**src/hdl/rsq_pkg.sv**
```systemverilog
package rsq_pkg;

    localparam int LEVEL_W = 10;
    localparam int CODE_W  = 2;
    localparam int COUNT_W = 16;
    localparam int STEP_W  = 7;
    localparam int PEND_W  = 5;

    localparam logic [LEVEL_W-1:0] LEVEL_MAX = 10'd1023;
    localparam logic [COUNT_W-1:0] COUNT_MAX = 16'hFFFF;

    // input command codes
    localparam logic [1:0] CMD_SAMPLE = 2'd0;
    localparam logic [1:0] CMD_ENTER  = 2'd1;
    localparam logic [1:0] CMD_END    = 2'd2;

    // result kinds
    localparam logic [1:0] KIND_NONE       = 2'd0;
    localparam logic [1:0] KIND_CLASSIFIED = 2'd1;
    localparam logic [1:0] KIND_SORTED     = 2'd2;

    // material codes
    localparam logic [CODE_W-1:0] MAT_BLACK    = 2'd0;
    localparam logic [CODE_W-1:0] MAT_STEEL    = 2'd1;
    localparam logic [CODE_W-1:0] MAT_WHITE    = 2'd2;
    localparam logic [CODE_W-1:0] MAT_ALUMINUM = 2'd3;

    // bucket directions
    localparam logic [1:0] DIR_NONE = 2'd0;
    localparam logic [1:0] DIR_CW   = 2'd1;
    localparam logic [1:0] DIR_CCW  = 2'd2;

    // faults
    localparam logic [1:0] FAULT_NONE  = 2'd0;
    localparam logic [1:0] FAULT_EMPTY = 2'd1;
    localparam logic [1:0] FAULT_FULL  = 2'd2;

    // configuration register indexes
    localparam logic [2:0] REG_BLACK_LOW     = 3'd0;
    localparam logic [2:0] REG_BLACK_HIGH    = 3'd1;
    localparam logic [2:0] REG_STEEL_LOW     = 3'd2;
    localparam logic [2:0] REG_STEEL_HIGH    = 3'd3;
    localparam logic [2:0] REG_WHITE_LOW     = 3'd4;
    localparam logic [2:0] REG_WHITE_HIGH    = 3'd5;
    localparam logic [2:0] REG_ALUMINUM_LOW  = 3'd6;
    localparam logic [2:0] REG_ALUMINUM_HIGH = 3'd7;

    typedef struct packed {
        logic [LEVEL_W-1:0] black_low;
        logic [LEVEL_W-1:0] black_high;
        logic [LEVEL_W-1:0] steel_low;
        logic [LEVEL_W-1:0] steel_high;
        logic [LEVEL_W-1:0] white_low;
        logic [LEVEL_W-1:0] white_high;
        logic [LEVEL_W-1:0] aluminum_low;
        logic [LEVEL_W-1:0] aluminum_high;
    } thresholds_t;

    localparam thresholds_t THRESH_RESET = '{
        black_low:     10'd943,
        black_high:    10'd1023,
        steel_low:     10'd151,
        steel_high:    10'd750,
        white_low:     10'd751,
        white_high:    10'd942,
        aluminum_low:  10'd0,
        aluminum_high: 10'd150
    };

endpackage

```
**src/hdl/reflectivity_sorter_queue.sv**
```systemverilog
// Reflectivity sorter queue.
// Input stream (s_): one word per event. s_tuser carries the command
// (sample, part enters sensor, part reaches end); s_tdata carries the
// reflectivity sample and the sensor line level.
// Output stream (m_): exactly one word per input word, in order. m_tuser
// carries the result kind; m_tdata carries material, bucket move, fault,
// queue fill and the sorted count of the reported material.
// Config port (cfg_): writes one of the eight window thresholds; always
// ready, to be used only while the stream is idle.
// A word accepted on s_ passes through the input register, then the result
// register, before it appears on m_. Throughput: one word per cycle unless a low
// m_tready holds the result; the event logic, one queue memory access and the
// counter update all sit between these two registers.
// The queue memory has a registered read that prefetches the head entry,
// with a one-entry bypass for a write to the address being fetched.
// Reset clears the queue, the counters, the bucket position and loads the
// default thresholds; no clearing pass is needed.
// When m_tready is low the result is held and one more word is taken into
// the input register; s_tready then drops until the result is taken.
module reflectivity_sorter_queue #(
    parameter int QUEUE_DEPTH   = 16,
    parameter int QUARTER_STEPS = 50
) (
    input  logic        aclk,
    input  logic        aresetn,

    input  logic        s_tvalid,
    output logic        s_tready,
    input  logic [15:0] s_tdata,    // sample[9:0], part_present[10], zero[15:11]
    input  logic [1:0]  s_tuser,    // cmd[1:0]

    output logic        m_tvalid,
    input  logic        m_tready,
    output logic [39:0] m_tdata,    // material[1:0], direction[3:2], step_total[10:4],
                                    // fault[12:11], pending_parts[17:13],
                                    // material_total[33:18], zero[39:34]
    output logic [1:0]  m_tuser,    // result_kind[1:0]

    input  logic        cfg_valid,
    output logic        cfg_ready,
    input  logic [2:0]  cfg_addr,
    input  logic [9:0]  cfg_data
);

    localparam int AW = $clog2(QUEUE_DEPTH);
    localparam int FW = $clog2(QUEUE_DEPTH + 1);
    localparam logic [AW-1:0] PTR_LAST = AW'(QUEUE_DEPTH - 1);
    localparam logic [FW-1:0] FILL_FULL = FW'(QUEUE_DEPTH);
    localparam logic [rsq_pkg::STEP_W-1:0] STEP_ONE = rsq_pkg::STEP_W'(QUARTER_STEPS);
    localparam logic [rsq_pkg::STEP_W-1:0] STEP_TWO = rsq_pkg::STEP_W'(2 * QUARTER_STEPS);

    // input register
    logic                        in_valid_reg;
    logic [1:0]                  in_cmd_reg;
    logic [rsq_pkg::LEVEL_W-1:0] in_sample_reg;
    logic                        in_present_reg;

    // block state
    rsq_pkg::thresholds_t        thresh_reg;
    logic [rsq_pkg::LEVEL_W-1:0] min_level_reg, min_level_next;
    logic                        sampling_reg, sampling_next;
    logic [AW-1:0]               read_ptr_reg, read_ptr_next;
    logic [AW-1:0]               write_ptr_reg, write_ptr_next;
    logic [FW-1:0]               fill_reg, fill_next;
    logic [rsq_pkg::CODE_W-1:0]  bucket_reg, bucket_next;
    logic [rsq_pkg::COUNT_W-1:0] counts_reg [4];
    logic [rsq_pkg::COUNT_W-1:0] counts_next [4];
    logic                        byp_valid_reg;
    logic [rsq_pkg::CODE_W-1:0]  byp_data_reg;

    // result register
    logic                        out_valid_reg;
    logic [1:0]                  kind_reg, kind_next;
    logic [rsq_pkg::CODE_W-1:0]  mat_reg, mat_next;
    logic [1:0]                  dir_reg, dir_next;
    logic [rsq_pkg::STEP_W-1:0]  step_reg, step_next;
    logic [1:0]                  fault_reg, fault_next;
    logic [rsq_pkg::PEND_W-1:0]  pend_reg;
    logic [rsq_pkg::COUNT_W-1:0] total_reg, total_next;

    logic                        advance;
    logic [rsq_pkg::LEVEL_W-1:0] new_min;
    logic [rsq_pkg::CODE_W-1:0]  class_code;
    logic [rsq_pkg::CODE_W-1:0]  ram_rdata;
    logic [rsq_pkg::CODE_W-1:0]  head_code;
    logic [rsq_pkg::CODE_W-1:0]  diff;
    logic [rsq_pkg::COUNT_W-1:0] count_inc;
    logic                        wr_en;
    logic [AW-1:0]               wr_addr;
    logic [rsq_pkg::CODE_W-1:0]  wr_data;

    assign advance   = in_valid_reg && (!out_valid_reg || m_tready);
    assign s_tready  = !in_valid_reg || advance;
    assign cfg_ready = 1'b1;

    assign new_min   = (in_sample_reg < min_level_reg) ? in_sample_reg : min_level_reg;
    assign head_code = byp_valid_reg ? byp_data_reg : ram_rdata;
    assign diff      = bucket_reg - head_code;
    assign count_inc = (counts_reg[head_code] == rsq_pkg::COUNT_MAX) ?
                       counts_reg[head_code] : counts_reg[head_code] + 1'b1;

    rsq_classify u_classify (
        .level  (new_min),
        .thresh (thresh_reg),
        .code   (class_code)
    );

    rsq_ram #(
        .WIDTH (rsq_pkg::CODE_W),
        .DEPTH (QUEUE_DEPTH)
    ) u_code_ram (
        .aclk    (aclk),
        .wr_en   (wr_en),
        .wr_addr (wr_addr),
        .wr_data (wr_data),
        .rd_addr (read_ptr_next),
        .rd_data (ram_rdata)
    );

    always_comb begin
        min_level_next = min_level_reg;
        sampling_next  = sampling_reg;
        read_ptr_next  = read_ptr_reg;
        write_ptr_next = write_ptr_reg;
        fill_next      = fill_reg;
        bucket_next    = bucket_reg;
        for (int i = 0; i < 4; i++) begin
            counts_next[i] = counts_reg[i];
        end
        wr_en      = 1'b0;
        wr_addr    = write_ptr_reg;
        wr_data    = class_code;
        kind_next  = rsq_pkg::KIND_NONE;
        mat_next   = rsq_pkg::MAT_BLACK;
        dir_next   = rsq_pkg::DIR_NONE;
        step_next  = '0;
        fault_next = rsq_pkg::FAULT_NONE;
        total_next = '0;

        if (advance) begin
            case (in_cmd_reg)
                rsq_pkg::CMD_SAMPLE: begin
                    if (sampling_reg) begin
                        min_level_next = new_min;
                        if (!in_present_reg) begin
                            wr_en         = 1'b1;
                            wr_addr       = (write_ptr_reg == '0) ? PTR_LAST
                                                                  : write_ptr_reg - 1'b1;
                            wr_data       = class_code;
                            sampling_next = 1'b0;
                            kind_next     = rsq_pkg::KIND_CLASSIFIED;
                            mat_next      = class_code;
                            total_next    = counts_reg[class_code];
                        end
                    end
                end
                rsq_pkg::CMD_ENTER: begin
                    if (in_present_reg) begin
                        if (fill_reg >= FILL_FULL) begin
                            fault_next    = rsq_pkg::FAULT_FULL;
                            sampling_next = 1'b0;
                        end else begin
                            min_level_next = rsq_pkg::LEVEL_MAX;
                            wr_en          = 1'b1;
                            wr_addr        = write_ptr_reg;
                            wr_data        = rsq_pkg::MAT_BLACK;
                            write_ptr_next = (write_ptr_reg == PTR_LAST) ? '0
                                                                         : write_ptr_reg + 1'b1;
                            fill_next      = fill_reg + 1'b1;
                            sampling_next  = 1'b1;
                        end
                    end
                end
                rsq_pkg::CMD_END: begin
                    if (in_present_reg) begin
                        if (fill_reg == '0) begin
                            fault_next = rsq_pkg::FAULT_EMPTY;
                        end else begin
                            read_ptr_next = (read_ptr_reg == PTR_LAST) ? '0
                                                                       : read_ptr_reg + 1'b1;
                            fill_next     = fill_reg - 1'b1;
                            case (diff)
                                2'd1: begin
                                    dir_next  = rsq_pkg::DIR_CW;
                                    step_next = STEP_ONE;
                                end
                                2'd2: begin
                                    dir_next  = rsq_pkg::DIR_CW;
                                    step_next = STEP_TWO;
                                end
                                2'd3: begin
                                    dir_next  = rsq_pkg::DIR_CCW;
                                    step_next = STEP_ONE;
                                end
                                default: begin
                                    dir_next  = rsq_pkg::DIR_NONE;
                                    step_next = '0;
                                end
                            endcase
                            bucket_next            = head_code;
                            counts_next[head_code] = count_inc;
                            kind_next              = rsq_pkg::KIND_SORTED;
                            mat_next               = head_code;
                            total_next             = count_inc;
                        end
                    end
                end
                default: begin
                end
            endcase
        end
    end

    always_ff @(posedge aclk) begin
        if (!aresetn) begin
            in_valid_reg  <= 1'b0;
            out_valid_reg <= 1'b0;
            thresh_reg    <= rsq_pkg::THRESH_RESET;
            min_level_reg <= rsq_pkg::LEVEL_MAX;
            sampling_reg  <= 1'b0;
            read_ptr_reg  <= '0;
            write_ptr_reg <= '0;
            fill_reg      <= '0;
            bucket_reg    <= rsq_pkg::MAT_BLACK;
            for (int i = 0; i < 4; i++) begin
                counts_reg[i] <= '0;
            end
            byp_valid_reg <= 1'b0;
        end else begin
            if (s_tready) begin
                in_valid_reg <= s_tvalid;
            end
            if (advance) begin
                out_valid_reg <= 1'b1;
            end else if (m_tready) begin
                out_valid_reg <= 1'b0;
            end

            if (cfg_valid) begin
                case (cfg_addr)
                    rsq_pkg::REG_BLACK_LOW:     thresh_reg.black_low     <= cfg_data;
                    rsq_pkg::REG_BLACK_HIGH:    thresh_reg.black_high    <= cfg_data;
                    rsq_pkg::REG_STEEL_LOW:     thresh_reg.steel_low     <= cfg_data;
                    rsq_pkg::REG_STEEL_HIGH:    thresh_reg.steel_high    <= cfg_data;
                    rsq_pkg::REG_WHITE_LOW:     thresh_reg.white_low     <= cfg_data;
                    rsq_pkg::REG_WHITE_HIGH:    thresh_reg.white_high    <= cfg_data;
                    rsq_pkg::REG_ALUMINUM_LOW:  thresh_reg.aluminum_low  <= cfg_data;
                    rsq_pkg::REG_ALUMINUM_HIGH: thresh_reg.aluminum_high <= cfg_data;
                    default: begin
                    end
                endcase
            end

            min_level_reg <= min_level_next;
            sampling_reg  <= sampling_next;
            read_ptr_reg  <= read_ptr_next;
            write_ptr_reg <= write_ptr_next;
            fill_reg      <= fill_next;
            bucket_reg    <= bucket_next;
            for (int i = 0; i < 4; i++) begin
                counts_reg[i] <= counts_next[i];
            end
            // head prefetch misses a same-cycle write to the fetched entry
            byp_valid_reg <= wr_en && (wr_addr == read_ptr_next);
        end

        if (s_tready) begin
            in_cmd_reg     <= s_tuser;
            in_sample_reg  <= s_tdata[9:0];
            in_present_reg <= s_tdata[10];
        end
        byp_data_reg <= wr_data;
        if (advance) begin
            kind_reg  <= kind_next;
            mat_reg   <= mat_next;
            dir_reg   <= dir_next;
            step_reg  <= step_next;
            fault_reg <= fault_next;
            pend_reg  <= rsq_pkg::PEND_W'(fill_next);
            total_reg <= total_next;
        end
    end

    assign m_tvalid = out_valid_reg;
    assign m_tuser  = kind_reg;
    assign m_tdata  = {6'd0, total_reg, pend_reg, fault_reg, step_reg, dir_reg, mat_reg};

    a_fill_bound: assert property (@(posedge aclk) disable iff (!aresetn)
        fill_reg <= FILL_FULL)
        else $error("queue fill above depth");

    a_empty_ptrs: assert property (@(posedge aclk) disable iff (!aresetn)
        fill_reg == '0 |-> read_ptr_reg == write_ptr_reg)
        else $error("empty queue with unequal pointers");

    a_sort_dequeues: assert property (@(posedge aclk) disable iff (!aresetn)
        advance && kind_next == rsq_pkg::KIND_SORTED
        |=> fill_reg == $past(fill_reg) - 1'b1 && m_tuser == rsq_pkg::KIND_SORTED)
        else $error("sorted result without dequeue");

    a_classify_ends_sampling: assert property (@(posedge aclk) disable iff (!aresetn)
        advance && kind_next == rsq_pkg::KIND_CLASSIFIED |=> !sampling_reg)
        else $error("sampling still active after classification");

    a_full_fault: assert property (@(posedge aclk) disable iff (!aresetn)
        advance && fault_next == rsq_pkg::FAULT_FULL |-> fill_reg == FILL_FULL)
        else $error("full fault with room in queue");

endmodule

```
**src/hdl/rsq_ram.sv**
```systemverilog
module rsq_ram #(
    parameter int WIDTH = 2,
    parameter int DEPTH = 16
) (
    input  logic                     aclk,
    input  logic                     wr_en,
    input  logic [$clog2(DEPTH)-1:0] wr_addr,
    input  logic [WIDTH-1:0]         wr_data,
    input  logic [$clog2(DEPTH)-1:0] rd_addr,
    output logic [WIDTH-1:0]         rd_data
);

    logic [WIDTH-1:0] mem [DEPTH];
    logic [WIDTH-1:0] rd_data_reg;

    always_ff @(posedge aclk) begin
        if (wr_en) begin
            mem[wr_addr] <= wr_data;
        end
        rd_data_reg <= mem[rd_addr];
    end

    assign rd_data = rd_data_reg;

endmodule

```
**src/hdl/rsq_classify.sv**
```systemverilog
module rsq_classify (
    input  logic [rsq_pkg::LEVEL_W-1:0] level,
    input  rsq_pkg::thresholds_t        thresh,
    output logic [rsq_pkg::CODE_W-1:0]  code
);

    logic is_white;
    logic is_black;
    logic is_aluminum;
    logic is_steel;

    assign is_white    = (level >= thresh.white_low)    && (level <= thresh.white_high);
    assign is_black    = (level >= thresh.black_low)    && (level <= thresh.black_high);
    assign is_aluminum = (level >= thresh.aluminum_low) && (level <= thresh.aluminum_high);
    assign is_steel    = (level >= thresh.steel_low)    && (level <= thresh.steel_high);

    // priority: white, black, aluminum, steel; no match keeps black
    always_comb begin
        if (is_white) begin
            code = rsq_pkg::MAT_WHITE;
        end else if (is_black) begin
            code = rsq_pkg::MAT_BLACK;
        end else if (is_aluminum) begin
            code = rsq_pkg::MAT_ALUMINUM;
        end else if (is_steel) begin
            code = rsq_pkg::MAT_STEEL;
        end else begin
            code = rsq_pkg::MAT_BLACK;
        end
    end

endmodule
```
**config.mk**
```make
export PLATFORM = sky130hd
export DESIGN_NAME = reflectivity_sorter_queue
export DESIGN_NICKNAME = d
export VERILOG_FILES = /design/src/hdl/rsq_pkg.sv /design/src/hdl/reflectivity_sorter_queue.sv /design/src/hdl/rsq_ram.sv /design/src/hdl/rsq_classify.sv
export SDC_FILE = /design/constraint.sdc
export NUM_CORES = 1
export LEC_CHECK = 0
export ABC_AREA = 1
export BUFFER_PORTS_ARGS = -buffer_cell sky130_fd_sc_hd__buf_4
export CAP_MARGIN = 20
export CORE_ASPECT_RATIO = 1.5
export CORE_UTILIZATION = 45
export CTS_CLUSTER_SIZE = 8
export DETAILED_ROUTE_END_ITERATION = 6
export RECOVER_POWER = 50
export SYNTH_ARGS = -nofsm -noshare
export SYNTH_HDL_FRONTEND = slang
export SYNTH_HIERARCHICAL = 1
export SYNTH_SLANG_ARGS = --single-unit
export TNS_END_PERCENT = 10
```
**constraint.sdc**
```tcl
create_clock -name aclk -period 8 [get_ports aclk]
set_clock_uncertainty 0.05 [all_clocks]
set_input_delay 1.6 -clock aclk [delete_from_list [all_inputs] [get_ports aclk]]
set_output_delay 1.6 -clock aclk [all_outputs]
set_load 0.02 [all_outputs]
```
==> reports/results.tsv, run 1 <==
metric	value	unit
DRC marker count from the first detailed-route iteration	659	
Most used DFF post-synth	dfxtp_1	
VDD IR max	0.175	mV
layout cells sized above 1	6.58	%
Remaining DRCs	0	
utilization after layout	51.2	%
Nets	2259	
die width	150	µm
vias in the first global route	12800	
area of the die	33600	µm²
CORE AREA	32000	µm²
WL final	39.9	mm
Slew Viols, Final	33	
clk buf depth	3	
clock buffer count from CTS	37	
worst-margin pin slew	2.03	ns
n_diodes	0	
critical path endpoint category	flop	
syn avg cell area	7.13	µm²
Total Power	3.41	mW
Ports	81	
worst-path maximum fanout	18	
H-tree depth	2	
global-route wire length before repair	63.8	mm
clk root buf	clkbuf_16	
R2R cell count	22	
total gr overflow	0	
pwr/cell area	208	nW/µm²
worst skew pair latency	0.53	ns
growth of design area from synthesis to finish	11.0	%
status	finished, violations left	
placer's final routability congestion estimate	0.887	
Place WS	2.92	ns
most common cell after layout, fill and taps aside	nand2_1	
Hold Crit Depth	2	
first drt pass iteration count	6	
Post-synth EDFFs	77	
post-cts sizing count	0	
post-synthesis cell area	14800	µm²
setup violators final	0	
setup ws final	2.89	ns
Max-Cap Viols	1	
drt wl/cell	15.6	µm
Clock Sink Count	254	
Vias/cell	5.13	
Die Y	224	µm
HP Class	flop to flop	
Static Leakage	8.20	nW
clock-pin slew on the worst setup and hold paths	0.05	ns
port bufs	66	
Setup Crit Path Kind	flop to flop	
setup repair after global routing missed its margin	no	
most frequent cells in the layout	nand2_1, inv_1, nor2_1, dfxtp_1, nand3_1	
setup bufs post-CTS	0	
synth unique cells	48	
Post-DRT Antenna Nets	0	
cell count after synthesis	2071	
vias post-DR	13100	
maximum clock frequency	196	MHz
synth warn	6	
initial antenna violation count	0	
Tcrit/Tclk final	63.9	%
crit path DAT	5.43	ns
CTS Hold Buffers Added	0	
failing checks	capacitance limit, slew limit	
Seq/Total Area, Yosys	39.7	%
# rows	80	
CTS tree	yes	
Post-synth ARST share	0	%
initial core utilization	46.1	%
max reg flops	80	
All-Layer GR Usage	24.5	%
largest net degree at the start of global routing	113	
Hold Vio Cnt, Final	0	
final setup TNS	0	ns
headroom to the max-slew limit	-35.3	%
dpl hpwl	26.8	mm
min Tclk post-route	5.11	ns
register bit total from synthesis	254	
data required time of the worst path	8.32	ns
CP startpoint kind	flop	
## per-layer routing
metal  global-route usage [%]  part of all wire [%]
met5                        0                     0
met4                     14.9                   5.5
met3                     3.50                   5.0
met2                     45.5                    52
met1                     25.5                    37
## report_power, final
| group | switching [mW] | internal, mW |
|---|---|---|
| Clock | 0.565 | 0.898 |
| Combinational | 0.381 | 0.165 |
| Sequential | 0.0184 | 1.38 |
## Yosys cell counts (4+ instances only)
master / instances / area, µm²
o211ai_1: 4 / 30.0
clkbuf_1: 43 / 161
a21oi_1: 131 / 656
o21bai_1: 4 / 30.0
edfxtp_1: 77 / 2310
nand2_2: 15 / 93.8
inv_1: 322 / 1210
clkinv_1: 10 / 37.5
nand3b_1: 5 / 37.5
nand3_1: 157 / 786
dfxtp_1: 177 / 3540
o21ai_1: 4 / 20.0
xor2_1: 7 / 61.3
nand3_2: 5 / 50.1
buf_2: 12 / 60.1
buf_4: 13 / 97.6
nor2_1: 206 / 773
clkbuf_2: 10 / 50.1
nor2_4: 5 / 56.3
buf_6: 10 / 113
o21ai_0: 141 / 706
o22ai_1: 4 / 25.0
nor2_2: 8 / 50.1
nor3_1: 4 / 20.0
ha_1: 102 / 1280
a21o_1: 9 / 67.6
nand4_1: 20 / 125
nand2_1: 531 / 1990
## final timing paths
path	from	endpoint	slack [ns]
max	in_sample_reg[3]	total_reg[9]	2.89
min	thresh_reg[47]	thresh_reg[47]	0.40
max reg2reg	in_sample_reg[3]	total_reg[9]	2.89
min reg2reg	thresh_reg[47]	thresh_reg[47]	0.40
## stage by stage
step                cell area (µm²)  std cells  hold WS, ns
CTS                           16600       2552        0.406
detailed placement            15500       2492        0.393
global placement              15500       2492        0.387
global route                  16400       2552        0.423
floorplan                     14800       2078        0.379
finish                        16400       2552        0.403
## worst max-delay path, stage by stage (launching register included)
cell and delay [ns]:
edfxtp_1 0.39, ha_1 0.32, a21oi_1 0.15, o21ai_0 0.09
nand2_1 0.06, o2111ai_1 0.30, buf_4 0.29, o21ai_0 0.22
inv_1 0.29, ha_1 0.38, nand2_1 0.05, nor2_1 0.09
nand3_1 0.08, nand4_1 0.20, nand3_1 0.11, nand2_1 0.07
buf_4 0.29, clkinv_1 0.76, a21oi_1 0.34, o21ai_0 0.12
nand2_1 0.07, nand2_1 0.05, nand2_1 0.17
## area by class of cell
type                            count  area (µm²)
Clock inverter                      1        8.76
Clock buffer                       59        1060
Timing Repair Buffer               94         533
Tap cell                          410         513
Multi-Input combinational cell   1397        7150
Inverter                          337        1270
Fill cell                        3259       15600
Sequential cell                   254        5860
## cell families after synthesis
logic type	synth area share [%]
fa+ha+maj	8.64
compound gates	11.0
flops	39.7
xor+xnor	0.864
buf+inv	11.9
simple gates	27.9
other cells	0.0509
(Power assumes the default switching activity.)
==> inputs of run 2 (changes only) <==
- clock period: 8 -> 5.3 ns (I/O delays scaled with it)
==> reports/results.tsv, run 2 (same netlist as run 1, synthesis figures left out) <==
metric	value	unit
HP Class	flop to flop	
critical path cell sequence	buf_4 > clkbuf_1 > o21ai_0 > a31oi_1	
max reg flops	80	
Fin Hold WS	0.402	ns
Vias/cell	5.15	
CORE AREA	32000	µm²
Hold Vio Cnt, Final	0	
WL final	40.0	mm
die width	150	µm
DP Area	15600	µm²
H-tree depth	2	
Ports	81	
part of the power in combinational logic	16.5	%
Clock Sink Count	254	
Cell Count, Final, Fillers Out	2558	
most frequent cells in the layout	nand2_1, inv_1, nor2_1, dfxtp_1, nand3_1	
fraction of power spent switching nets	28.2	%
initial antenna violation count	0	
FILL cells	3180	
Max-Cap Viols	4	
clock-pin slew on the worst setup and hold paths	0.05	ns
CTS Hold Buffers Added	0	
clk root buf	clkbuf_16	
vias post-DR	13200	
dpl hpwl	27.1	mm
initial core utilization	46.1	%
CP peak stage delay	2.99	ns
final setup TNS	0	ns
internal power	3.70	mW
vias in the first global route	12800	
Slew Viols, Final	171	
Die Y	224	µm
largest net degree at the start of global routing	104	
sequential power share	41.0	%
n_diodes	0	
growth of design area from synthesis to finish	11.6	%
clock buffer count from CTS	37	
setup repair after global routing missed its margin	no	
worst-margin pin slew	4.25	ns
post-cts sizing count	0	
P_sw	1.45	mW
CTS tree	yes	
clk buf depth	3	
layout cells sized above 1	6.98	%
setup violators final	0	
# rows	80	
worst-path maximum fanout	103	
final instance area	16500	µm²
area of the die	33600	µm²
DRC marker count from the first detailed-route iteration	581	
global-route wire length before repair	64.8	mm
placer's final routability congestion estimate	0.892	
port bufs	66	
total gr overflow	0	
pwr/cell area	313	nW/µm²
headroom to the max-slew limit	-183	%
first drt pass iteration count	6	
min Tclk post-route	4.63	ns
CP startpoint kind	input port	
maximum clock frequency	216	MHz
Setup Crit Path Kind	input port to flop	
failing checks	capacitance limit, slew limit	
Static Leakage	8.25	nW
crit path max-delay cell type	clkbuf_1	
worst skew pair latency	0.53	ns
crit path DAT	5.02	ns
drt wl/cell	15.6	µm
clock power share	42.5	%
Nets	2264	
Remaining DRCs	0	
All-Layer GR Usage	24.8	%
status	finished, violations left	
setup bufs post-CTS	0	
critical path endpoint category	flop	
placed cells	2497	
Post-DRT Antenna Nets	0	
VDD IR max	0.205	mV
Total Power	5.16	mW
Tcrit/Tclk final	87.4	%
data required time of the worst path	5.68	ns
most common cell after layout, fill and taps aside	nand2_1	
==> run 2: worst paths after layout <==
check                        start             end  slack (ns)  cells past startpoint
hold reg to reg     thresh_reg[22]  thresh_reg[22]        0.40                      2
setup reg to reg  in_sample_reg[3]   total_reg[11]        0.75                     23
setup / recovery           aresetn    sampling_reg        0.67                      4
hold / removal      thresh_reg[22]  thresh_reg[22]        0.40                      2
==> run 2: critical path, delay by kind of cell <==
kind / cells / cell delay [ns]
AO/OA/AOI/OAI: 2 / 0.79
buffers and inverters: 2 / 3.14
==> run 2: power by group through the flow <==
| stage | clock (mW) | combinational (mW) | sequential [mW] |
|---|---|---|---|
| 2_1_floorplan | 0 | 0.560 | 2.16 |
| 3_3_place_gp | 0 | 0.842 | 2.15 |
| 3_5_place_dp | 0 | 0.858 | 2.15 |
| 4_1_cts | 2.25 | 0.862 | 2.11 |
| 5_1_grt | 2.33 | 0.962 | 2.12 |
| 6_report | 2.19 | 0.853 | 2.11 |
==> run 2: metal layers <==
layer | routed length [µm] | track usage [%] | vias up
met5 | 0 | 0 | -
met4 | 2050 | 13.7 | 0
met3 | 2100 | 3.91 | 137
met2 | 20700 | 45.6 | 382
met1 | 15200 | 26.4 | 6002
li1 | - | - | 6652
==> run 2: final cells by class <==
cell class | instances | area [µm²] | share of cell area [%]
timing repair buffer | 99 | 611 | 3.71
clock buffer | 60 | 1050 | 6.40
tap | 410 | 513 | 3.11
inverter | 337 | 1270 | 7.71
multi-input combinational | 1397 | 7160 | 43.5
sequential | 254 | 5860 | 35.5
clock inverter | 1 | 8.76 | 0.0532
==> run 2: per-stage QoR <==
stage | setup slack [ns] | utilization, %
global route | 0.183 | 51.4
global placement | 0.803 | 48.7
detailed placement | 0.793 | 48.7
finish | 0.666 | 51.4
CTS | 0.757 | 52.0
floorplan | 1.10 | -
==> inputs of run 3 (changes only) <==
- CORE_MARGIN: unset -> 5
==> reports/results.tsv, run 3 (same netlist as run 1, synthesis figures left out) <==
metric	value	unit
Tcrit/Tclk final	84.1	%
setup violators final	0	
pwr/cell area	312	nW/µm²
Remaining DRCs	0	
clock power share	42.6	%
port bufs	66	
critical path endpoint category	flop	
maximum clock frequency	224	MHz
CP peak stage delay	1.07	ns
Hold Crit Depth	2	
clock buffer count from CTS	37	
Nets	2264	
critical path cell sequence	nand2_4 > nand2_1 > nand2_1 > nand2_1 > nand2_1 > nand2_2 > ha_1 > inv_1 > nor2_1 > nand2_2 > nor2_8 > nand2_2 > nand3_2 > nand2_1 > nand2_1	
max reg flops	80	
post-cts sizing count	0	
Total Power	5.13	mW
final setup TNS	0	ns
hold path startpoint	thresh_reg[27]	
Die Y	232	µm
global-route wire length before repair	63.7	mm
initial antenna violation count	0	
DRC marker count from the first detailed-route iteration	623	
worst-path maximum fanout	39	
Setup Crit Path Kind	flop to flop	
crit path max-delay cell type	nand2_1	
Max-Cap Viols	2	
growth of design area from synthesis to finish	11.4	%
vias post-DR	13000	
clock-pin slew on the worst setup and hold paths	0.05	ns
worst setup path start	byp_valid_reg	
setup repair after global routing missed its margin	no	
worst skew pair latency	0.52	ns
part of the power in combinational logic	16.3	%
HP Class	flop to flop	
CP startpoint kind	flop	
All-Layer GR Usage	21.8	%
CORE AREA	32500	µm²
VDD IR max	0.237	mV
crit path DAT	4.76	ns
Post-DRT Antenna Nets	0	
headroom to the max-slew limit	-61.6	%
Static Leakage	8.24	nW
most frequent cells in the layout	nand2_1, inv_1, nor2_1, dfxtp_1, nand3_1	
n_diodes	0	
die width	158	µm
H-tree depth	2	
vias in the first global route	12800	
R2R cell count	15	
setup bufs post-CTS	0	
sequential power share	41.1	%
WL final	39.5	mm
internal power	3.69	mW
Place WS	0.921	ns
Hold Vio Cnt, Final	0	
FF-to-FF Start	byp_valid_reg	
Vias/cell	5.08	
worst-margin pin slew	2.42	ns
clk root buf	clkbuf_16	
CTS tree	yes	
Top cell by count, worst path	nand2_1	
Ports	81	
P_sw	1.44	mW
area of the die	36600	µm²
data required time of the worst path	5.61	ns
placer's final routability congestion estimate	0.897	
Fin Hold WS	0.403	ns
Slew Viols, Final	159	
CTS Hold Buffers Added	0	
fraction of power spent switching nets	28.1	%
drt wl/cell	15.4	µm
initial core utilization	45.4	%
layout cells sized above 1	7.03	%
first drt pass iteration count	5	
setup ws final	0.844	ns
Clock Sink Count	254	
min Tclk post-route	4.46	ns
largest net degree at the start of global routing	112	
clk buf depth	3	
failing checks	capacitance limit, slew limit	
most common cell after layout, fill and taps aside	nand2_1	
total gr overflow	0	
status	finished, violations left	
# rows	81	
dpl hpwl	27.2	mm
## run 3: cell types whose count changed in the layout (fill, tap and decap cells not counted)
cell      delta
clkbuf_4     +1
buf_4        +1
buf_12       -2
clkbuf_1     -2
clkbuf_2     +1
## run 3: cell type report
| cell class | instances | area (µm²) |
|---|---|---|
| Clock buffer | 59 | 1050 |
| Multi-Input combinational cell | 1397 | 7160 |
| Sequential cell | 254 | 5860 |
| Fill cell | 3300 | 16100 |
| Inverter | 337 | 1270 |
| Tap cell | 415 | 519 |
| Timing Repair Buffer | 99 | 587 |
| Clock inverter | 1 | 8.76 |
## run 3: path summary, 6_finish.rpt
check                   end  slack (ns)
max            total_reg[9]        0.84
min          thresh_reg[27]        0.40
max reg2reg    total_reg[9]        0.84
min reg2reg  thresh_reg[27]        0.40
## run 3: layer usage
metal	GRT usage (%)	vias to the layer above	routed length (µm)
met5	0	-	0
met4	9.82	0	1800
met3	2.74	119	1730
met2	42.2	296	21500
met1	23.0	5948	14500
li1	-	6657	-
## run 3: power groups by stage
stage | clock (mW) | combinational [mW] | sequential (mW)
2_1_floorplan | 0 | 0.560 | 2.16
3_3_place_gp | 0 | 0.835 | 2.15
3_5_place_dp | 0 | 0.848 | 2.15
5_1_grt | 2.33 | 0.949 | 2.12
4_1_cts | 2.25 | 0.853 | 2.11
6_report | 2.19 | 0.837 | 2.11
## run 3: worst max-delay path: cells and delay by family, from the launching register on
kind / cells / cell delay [ns]
flops: 1 / 0.47
fa+ha+maj: 1 / 0.27
buf+inv: 1 / 0.06
simple gates: 13 / 3.42
## run 3: per-stage QoR
stage          area (µm²)  util (%)  instances
2_1_floorplan       14800         -       2078
3_3_place_gp        15600      47.9       2502
5_1_grt             16500      50.6       2562
3_5_place_dp        15600      47.9       2502
4_1_cts             16600      51.1       2562
6_report            16500      50.6       2562
